[src/design/fpec_pkg.sv]
// Package for the flash program/erase controller.
// Holds the channel word types, field codes, register layouts and sweep types.
// No dependencies.
package fpec_pkg;

  localparam int PAGE_HALFWORDS = 1024;
  localparam int NUM_PAGES      = 4;
  localparam int TOTAL_CELLS    = PAGE_HALFWORDS * NUM_PAGES;
  localparam int MEM_AW         = $clog2(TOTAL_CELLS);
  localparam int CELL_W         = 16;
  localparam int ERASE_ADDR_W   = 13;
  localparam int HALF_ADDR_W    = ERASE_ADDR_W - 1;

  localparam logic [1:0] MODE_READ  = 2'd0;
  localparam logic [1:0] MODE_WRITE = 2'd1;
  localparam logic [1:0] MODE_TICK  = 2'd2;

  localparam logic [2:0] TGT_ARRAY   = 3'd0;
  localparam logic [2:0] TGT_KEY     = 3'd1;
  localparam logic [2:0] TGT_STATUS  = 3'd2;
  localparam logic [2:0] TGT_CONTROL = 3'd3;
  localparam logic [2:0] TGT_ADDRESS = 3'd4;

  localparam logic [2:0] ACC_OK     = 3'd0;
  localparam logic [2:0] ACC_LOCKED = 3'd1;
  localparam logic [2:0] ACC_BUSY   = 3'd2;
  localparam logic [2:0] ACC_PGERR  = 3'd3;
  localparam logic [2:0] ACC_NOPG   = 3'd4;

  localparam logic [1:0] CFG_KEY_FIRST   = 2'd0;
  localparam logic [1:0] CFG_KEY_SECOND  = 2'd1;
  localparam logic [1:0] CFG_PROG_TICKS  = 2'd2;
  localparam logic [1:0] CFG_ERASE_TICKS = 2'd3;

  localparam logic [31:0] KEY_FIRST_RST   = 32'h4567_0123;
  localparam logic [31:0] KEY_SECOND_RST  = 32'hCDEF_89AB;
  localparam logic [15:0] PROG_TICKS_RST  = 16'd4;
  localparam logic [15:0] ERASE_TICKS_RST = 16'd1000;

  localparam int SR_BSY    = 0;
  localparam int SR_PGERR  = 2;
  localparam int SR_EOP    = 5;
  localparam int CR_PG     = 0;
  localparam int CR_PER    = 1;
  localparam int CR_STRT   = 6;
  localparam int CR_LOCK   = 7;

  typedef struct packed {
    logic [1:0]  mode;
    logic [2:0]  target;
    logic [11:0] array_index;
    logic [31:0] write_data;
  } in_t;

  typedef struct packed {
    logic [31:0] read_data;
    logic [2:0]  access_status;
    logic        busy_res;
  } out_t;

  typedef struct packed {
    logic              start;
    logic [MEM_AW-1:0] first;
    logic [MEM_AW-1:0] last;
  } sweep_req_t;

  typedef struct packed {
    logic              active;
    logic [MEM_AW-1:0] addr;
  } sweep_st_t;

endpackage

[src/design/fpec_sweep.sv]
// Fill-address sequencer: walks a cell range one address per cycle.
// Runs over the whole array after reset. Depends on fpec_pkg.
module fpec_sweep
  import fpec_pkg::*;
(
  input  logic       clk_i,
  input  logic       rst_ni,
  input  sweep_req_t req_i,
  output sweep_st_t  st_o
);

  logic              active_q, active_d;
  logic [MEM_AW-1:0] addr_q, addr_d;
  logic [MEM_AW-1:0] last_q, last_d;

  always_comb begin
    active_d = active_q;
    addr_d   = addr_q;
    last_d   = last_q;
    if (req_i.start) begin
      active_d = 1'b1;
      addr_d   = req_i.first;
      last_d   = req_i.last;
    end else if (active_q) begin
      if (addr_q == last_q) begin
        active_d = 1'b0;
      end else begin
        addr_d = addr_q + 1'b1;
      end
    end
  end

  always_ff @(posedge clk_i or negedge rst_ni) begin
    if (!rst_ni) begin
      active_q <= 1'b1;
      addr_q   <= '0;
      last_q   <= MEM_AW'(TOTAL_CELLS - 1);
    end else begin
      active_q <= active_d;
      addr_q   <= addr_d;
      last_q   <= last_d;
    end
  end

  assign st_o.active = active_q;
  assign st_o.addr   = addr_q;

endmodule

[config.mk]
export PLATFORM = sky130hd
export DESIGN_NAME = fpec_sweep
export DESIGN_NICKNAME = d
export VERILOG_FILES = /design/src/design/fpec_pkg.sv /design/src/design/fpec_sweep.sv
export SDC_FILE = /design/constraint.sdc
export NUM_CORES = 1
export LEC_CHECK = 0
export BUFFER_PORTS_ARGS = -buffer_cell sky130_fd_sc_hd__clkbuf_2
export CAP_MARGIN = 10
export CORE_UTILIZATION = 57
export CTS_BUF_LIST = sky130_fd_sc_hd__clkbuf_4 sky130_fd_sc_hd__clkbuf_8
export CTS_CLUSTER_SIZE = 28
export DETAILED_ROUTE_END_ITERATION = 10
export GPL_TIMING_DRIVEN = 0
export PLACE_DENSITY = 0.87
export SLEW_MARGIN = 20
export SYNTH_ARGS = -nofsm -noshare
export SYNTH_HDL_FRONTEND = slang
export SYNTH_SLANG_ARGS = --single-unit
[constraint.sdc]
create_clock -name clk_i -period 4.4 [get_ports clk_i]
set_input_delay 0.44 -clock clk_i [delete_from_list [all_inputs] [get_ports clk_i]]
set_output_delay 0.44 -clock clk_i [all_outputs]
set_load 0.005 [all_outputs]
# Word-level counts from Yosys, hierarchy flattened

Index checks and enable logic that the tools add are counted.

Add/sub/neg operators: 1
Eq/ne operators: 2
Muxes and demuxes: 6
Reductions and logical operators: 2

Operator list:

| cell                    | number |
|---|---|
| $mux W12                | 3 |
| $add A12 B1 Y12 const B | 1 |
| $eq A12 B12 Y1          | 1 |
| $mux W1                 | 3 |
| $ne A2 B2 Y1 const B    | 1 |
| $reduce_and A2 Y1       | 1 |
| $reduce_bool A2 Y1      | 1 |

Register bits: 25
Output and inout bits: 13
Word-level logic and storage cells: 14

# Depth between registers and ports, before layout

Gate-level depths: netlist of run 1.

Word-level depth: 4
Depth in mapped cells: 6
Mapped depth without buffers: 5

# Least setup slack after synthesis of run 1

Ideal clock, no wire load.

Path type: register to register
Start: register last_q[1]
End: register addr_q[3]
Setup time: 0.082 ns
Arrival time: 1.612 ns
Setup slack: 2.706 ns
Cell stages (with the launch flop): 7
Period minus slack after synthesis: 1.694 ns
Cells stage by stage: dfstp_2 xnor2_1 nand4_1 o31ai_4 buf_2 o21ai_0 a31oi_1

Cells in the longest elaborated chain, start to end: 3

Ends and longest elaborated chain:

| item                               | RTL line         | RTL |
|---|---|---|
| from (decl)                        | fpec_sweep.sv:14 | `logic [MEM_AW-1:0] last_q, last_d;` |
| from (signal assigned)             | fpec_sweep.sv:37 | `last_q <= MEM_AW'(TOTAL_CELLS - 1);` |
| from (signal assigned)             | fpec_sweep.sv:41 | `last_q <= last_d;` |
| $eq A12 B12 Y1                     | fpec_sweep.sv:25 | `if (addr_q == last_q) begin` |
| $ne A2 B2 Y1 (no source line)      | n/a              |  |
| $reduce_and A2 Y1 (no source line) | n/a              |  |
| to (signal assigned)               | fpec_sweep.sv:40 | `addr_q <= addr_d;` |
| to (decl)                          | fpec_sweep.sv:13 | `logic [MEM_AW-1:0] addr_q, addr_d;` |

No other way between the ends.
A chain may end at the register's enable or synchronous reset.

# Final worst setup path of run 1

Start: register last_q[6]
End: register addr_q[6]

Same word-level chain as after synthesis.

==> impl_metrics.yaml, run 1 <==
outcome:
  status: "completed"
critical_path:
  cp.arrival_ns: 2.23
  required_ns: 4.66
  crit_type: "flop to flop"
  critPathMaxFanout: 10
  start_kind: "flop"
  end_kind: "flop"
  r2r_slack_ns: 2.43
finish:
  area_growth_pct: 19.53
  final_util_pct: 72.00
  antenna_cells: 0
  design_area_um2: 1593
  drive_above_1_share_pct: 43.71
  final_net_count: 196
  nFillCells: 182
floorplanning:
  fp.dieW_um: 50.35
  core_area_um2: 2212
  die_area_um2: 2535
  rows: 17
  start_util_pct: 60.24
  die_h_um: 50.35
  io-pin-count: 40
cts:
  post_cts_buffers: 0
  cts_tree: "done"
  cts_num_sinks: 25
  ctsResizeCount: 0
  cts_root_buffer: "clkbuf_4"
  h-tree-depth: 1
  clock_path_buffers: 2
  numCtsBuffers: 3
  cts_hold_buf: 0
  path_clk_slew_ns: 0.14
  clk_latency_ns: 0.33
grt:
  grt_use_total_pct: 25.37
  grt_pass1_vias: 1025
  grt_pass1_wl_mm: 4.698
  grt.overflow.total: 0
  grt_start_max_net_pins: 26
  antenna_found_initial: 0
power:
  power.leakage_nw: 0.6608
  power.switching_mw: 0.1493
  p_sw_share_pct: 29.74
  power.internal_mw: 0.3527
  p_comb_share_pct: 20.9
  ir_drop_mv: 0.2340
  power.density_nw_per_um2: 315.2
  seq_power_share_pct: 58.1
  power_frac_clock_pct: 21.1
timing:
  clock_skew_ns: 0.004967
  rsz0062_at_grt: "no"
  tightest_slew_ns: 0.6285
  period_share_pct: 44.86
  layout_setup_ws_ns: 2.426
  fin_crit_ns: 1.974
  report.final.hold_viol_count: 0
  setup_tns_ns: 0
  slew_headroom_pct: 58.10
  finalSetupViolations: 0
  fmax_ghz: 0.5066
  drv_slew: 0
logic_synthesis:
  syn-num-nets: 152
  ys_seq_area_share_pct: 48.17
  syn_inst: 124
  syn_area_per_cell_um2: 10.75
  ys_ff_latch: 25
  syn-cell-area_um2: 1333
  yosys.area.top_type: "dfstp_2"
  yosys_warnings: 0
  synth_top_area_share_pct: 25.63
  synth.distinct_cells: 29
  synthTopCellsByArea: "dfstp_2 (26%), dfrtp_1 (23%), mux2_2 (10%)"
drt:
  first_pass_iters: 4
  vias: 1125
  drtIter0Drc: 32
  vias_per_cell: 5.769
  postRouteAntennaNets: 0
  wl_met3_um: 172
  highest_layer: "met4"
  wl_mm: 2.807
  wl_met1_mm: 1.210
  dr_wl_met2_mm: 1.337
  wire_per_inst_um: 14.39
  drc: 0
placement:
  gp_congestion: 0.8623
  dp_hpwl_mm: 2.146
  post-place-ws_ns: 2.458
  io_buffers: 39
  post_dp_cell_area_um2: 1563
hold_path:
  hp-class: "primary input to asynchronous set/reset pin"
job:
  maxCapViolations: 0
cells in the final DEF, fill, tap and decap left out, drive strengths merged:
| cell | instances |
|---|---|
| a2bb2oi | 1 |
| buf | 2 |
| clkinvlp | 1 |
| dfrtp | 12 |
| or4 | 6 |
| or2 | 2 |
| a21oi | 1 |
| clkinv | 1 |
| o31a | 1 |
| nand2 | 9 |
| dfstp | 13 |
| xnor2 | 13 |
| and3 | 1 |
| a31oi | 8 |
| inv | 4 |
| ha | 1 |
| o31ai | 7 |
| or3 | 1 |
| o21ai | 3 |
| nand3 | 5 |
| a311o | 1 |
| clkbuf | 45 |
| nand4 | 5 |
| o311ai | 2 |
| nor2 | 9 |
| and4 | 1 |
| mux2 | 12 |
cell usage after synthesis, drive strengths merged:
cell and count:
a21oi 1, a2bb2oi 1, a311o 1, a31oi 8
and3 1, and4 1, buf 2, clkbuf 3
clkinv 1, dfrtp 12, dfstp 13, ha 1
inv 4, mux2 12, nand2 9, nand3 5
nand4 5, nor2 9, o21ai 3, o311ai 2
o31a 1, o31ai 7, or2 2, or3 1
or4 6, xnor2 13
worst max-delay path, stage by stage, from the launching register on:
cell and delay [ns]:
dfstp_2 0.56, xnor2_1 0.13, nand4_1 0.20, o31ai_4 0.44, buf_2 0.28, o31ai_1 0.10, a31oi_1 0.19
state kept, by name (all words and copies together), names as in the netlist:
register / count
active_q: 1
addr_q: 12
last_q: 12
layout make-up:
| type | count | area (um^2) | share of cell area [%] |
|---|---|---|---|
| buffer | 5 | 23.77 | 1.493 |
| clock buffer | 3 | 22.52 | 1.414 |
| clock inverter | 1 | 7.507 | 0.4713 |
| inverter | 5 | 18.77 | 1.178 |
| multi-input combinational | 89 | 648.1 | 40.69 |
| sequential | 25 | 641.9 | 40.30 |
| tap | 28 | 35.03 | 2.200 |
| timing repair buffer | 39 | 195.2 | 12.25 |
power groups by stage:
stage,sequential (mW),combinational (mW),clock (mW)
finish,0.292,0.105,0.106
floorplan,0.288,0.0668,0
global placement,0.293,0.102,0
global route,0.296,0.118,0.118
detailed placement,0.295,0.106,0
CTS,0.291,0.106,0.111
final timing paths:
path | end | cells past startpoint | from
max | addr_q[6] | 6 | last_q[6]
min | addr_q[1] | 1 | rst_ni
max reg2reg | addr_q[6] | 6 | last_q[6]
min reg2reg | addr_q[11] | 2 | addr_q[11]
max in group asynchronous | addr_q[9] | 1 | rst_ni
min in group clk_i | addr_q[7] | 3 | req_i[19]
logic make-up after synthesis:
logic type | Yosys count | synth area share (%)
AO/OA/AOI/OAI | 24 | 13.61
XOR/XNOR | 13 | 8.545
adder cells (fa/ha/maj) | 1 | 0.9388
buffers and inverters | 10 | 3.192
flip-flops | 25 | 48.17
multiplexers | 12 | 10.14
AND/OR/NAND/NOR | 39 | 15.40
routing by layer:
layer  track usage [%]  vias to the layer above
li1                  -                      546
met1             32.88                      522
met2             38.00                       49
met3             5.758                        8
met4             16.20                        0
met5                 0                        -
metrics by stage:
stage / cells / hold WS, ns / power [mW]
after CTS: 195 / 0.1002 / 0.5084
final: 195 / 0.09934 / 0.5020
after global placement: 191 / 0.4623 / 0.3947
after floorplan: 124 / 0.1444 / 0.3551
after global routing: 195 / 0.1221 / 0.5319
after detailed placement: 191 / 0.4818 / 0.4007
No activity file was read; power rests on OpenSTA's default activity.
==> run 2, diff against run 1 <==
--- a/config.mk
+++ b/config.mk
@@ -7,12 +7,12 @@
 export LEC_CHECK = 0
 export BUFFER_PORTS_ARGS = -buffer_cell sky130_fd_sc_hd__clkbuf_2
 export CAP_MARGIN = 10
-export CORE_UTILIZATION = 57
+export CORE_UTILIZATION = 48
 export CTS_BUF_LIST = sky130_fd_sc_hd__clkbuf_4 sky130_fd_sc_hd__clkbuf_8
 export CTS_CLUSTER_SIZE = 28
 export DETAILED_ROUTE_END_ITERATION = 10
 export GPL_TIMING_DRIVEN = 0
-export PLACE_DENSITY = 0.87
+export PLACE_DENSITY = 0.78
 export SLEW_MARGIN = 20
 export SYNTH_ARGS = -nofsm -noshare
 export SYNTH_HDL_FRONTEND = slang
==> constraint.sdc (replaced) <==
create_clock -name clk_i -period 1.77 [get_ports clk_i]
set_input_delay 0.177 -clock clk_i [delete_from_list [all_inputs] [get_ports clk_i]]
set_output_delay 0.177 -clock clk_i [all_outputs]
set_load 0.005 [all_outputs]
==> impl_metrics.yaml, run 2 (synthesized netlist as in run 1, its figures left out) <==
grt:
  grt_pass1_wl_mm: 4.905
  antenna_found_initial: 0
  grt_start_max_net_pins: 26
  grt_use_total_pct: 23.98
  grt.overflow.total: 0
  grt_pass1_vias: 1074
floorplanning:
  die_area_um2: 2991
  rows: 18
  io-pin-count: 40
  core_area_um2: 2545
  die_h_um: 54.69
  start_util_pct: 52.36
  fp.dieW_um: 54.69
critical_path:
  crit_type: "flop to flop"
  end_kind: "flop"
  required_ns: 2.03
  start_kind: "flop"
  cp.arrival_ns: 2.05
  critPathMaxFanout: 8
cts:
  cts_num_sinks: 25
  clock_path_buffers: 2
  cts_root_buffer: "clkbuf_4"
  numCtsBuffers: 3
  clk_latency_ns: 0.33
  cts_tree: "done"
  h-tree-depth: 1
  path_clk_slew_ns: 0.14
drt:
  drc: 0
  dr_wl_met2_mm: 1.513
  wl_mm: 3.073
  first_pass_iters: 4
  vias_per_cell: 5.592
  wire_per_inst_um: 14.92
  vias: 1152
  drtIter0Drc: 19
  wl_met1_mm: 1.287
  postRouteAntennaNets: 0
  wl_met3_um: 227
  highest_layer: "met4"
power:
  p_comb_share_pct: 22.9
  p_sw_share_pct: 29.46
  power.density_nw_per_um2: 772.1
  seq_power_share_pct: 55.5
  power.leakage_nw: 0.7085
  ir_drop_mv: 0.5225
  power_frac_clock_pct: 21.5
  power.internal_mw: 0.9220
  total_power_mw: 1.307
  power.switching_mw: 0.3851
outcome:
  status: "finished, violations left"
  violations: "negative setup slack"
timing:
  fin_crit_ns: 1.785
  rsz0062_at_grt: "yes"
  drv_slew: 0
  report.final.hold_viol_count: 0
  period_share_pct: 100.8
  setup_tns_ns: -0.01461
  layout_setup_ws_ns: -0.01461
  finalSetupViolations: 1
  fmax_ghz: 0.5603
  tightest_slew_ns: 0.6119
  slew_headroom_pct: 59.21
  clock_skew_ns: 0.003726
finish:
  final_net_count: 205
  area_growth_pct: 27.04
  final_common_cell: "clkbuf_2"
  final_cell_mix: "clkbuf_2 (39), dfstp_2 (13), xnor2_1 (12), mux2_2 (12)"
  largest_registers: "addr_q: 12 flops, last_q: 12 flops, active_q: 1 flops"
  drive_above_1_share_pct: 51.70
  final_util_pct: 66.52
  antenna_cells: 0
placement:
  io_buffers: 39
  dp_hpwl_mm: 2.237
  gp_congestion: 0.8041
  post-place-ws_ns: -0.1719
hold_path:
  hp-class: "primary input to flop"
job:
  maxCapViolations: 0
==> run 2: power groups by stage <==
stage	logic [mW]	clock network, mW	registers [mW]
after detailed placement	0.264	0	0.736
after global routing	0.338	0.313	0.736
final	0.300	0.282	0.726
after global placement	0.254	0	0.730
after CTS	0.298	0.290	0.725
after floorplan	0.166	0	0.717
==> run 2: stage by stage <==
stage          area (um^2)  cells  hold WS, ns
3_5_place_dp          1565    193       0.2192
6_report              1693    206      0.04739
3_3_place_gp          1565    193       0.2052
4_1_cts               1678    204      0.04611
5_1_grt               1693    206      0.04664
2_1_floorplan         1333    124      -0.1186
==> run 2: worst paths after layout <==
path | start | endpoint | slack, ns | cells after the start
worst max-delay path | last_q[3] | addr_q[11] | -0.01 | 6
worst min-delay path | req_i[12] | addr_q[0] | 0.05 | 3
worst max register to register | last_q[3] | addr_q[11] | -0.01 | 6
worst min register to register | last_q[1] | last_q[1] | 0.64 | 1
max in group asynchronous | rst_ni | addr_q[7] | 0.97 | 2
min in group asynchronous | rst_ni | addr_q[9] | 0.36 | 2
==> run 2: worst max-delay path: stages (launching register included) <==
cell	delay, ns
dfstp_2	0.58
xnor2_2	0.07
nand4_1	0.18
o31ai_4	0.08
buf_6	0.14
or4_4	0.50
a31oi_1	0.17
==> run 2: cell type report <==
| class | instances | area [um^2] |
|---|---|---|
| flip-flops and latches | 25 | 651.9 |
| repair buffers | 48 | 269.0 |
| fillers | 227 | 852.1 |
| multi-input cells | 89 | 659.4 |
| well taps | 30 | 37.54 |
| plain buffers | 5 | 26.28 |
| inverters | 5 | 18.77 |
| clock buffers | 4 | 30.03 |
==> run 2: routing by layer <==
metal / global-route usage (%) / vias up
met5: 0 / -
met4: 11.11 / 0
met2: 40.36 / 53
met3: 5.000 / 5
li1: - / 562
met1: 28.87 / 532
==> run 2: what timing repair did <==
action | 4_1_cts | 5_1_grt
resized for setup | 12 | 3
hold buffers | 1 | 0
pin swaps | 8 | 10
setup buffers | 6 | 2
endpoints found under the setup margin | 9 | 12
endpoints found under the hold margin | 12 | 0
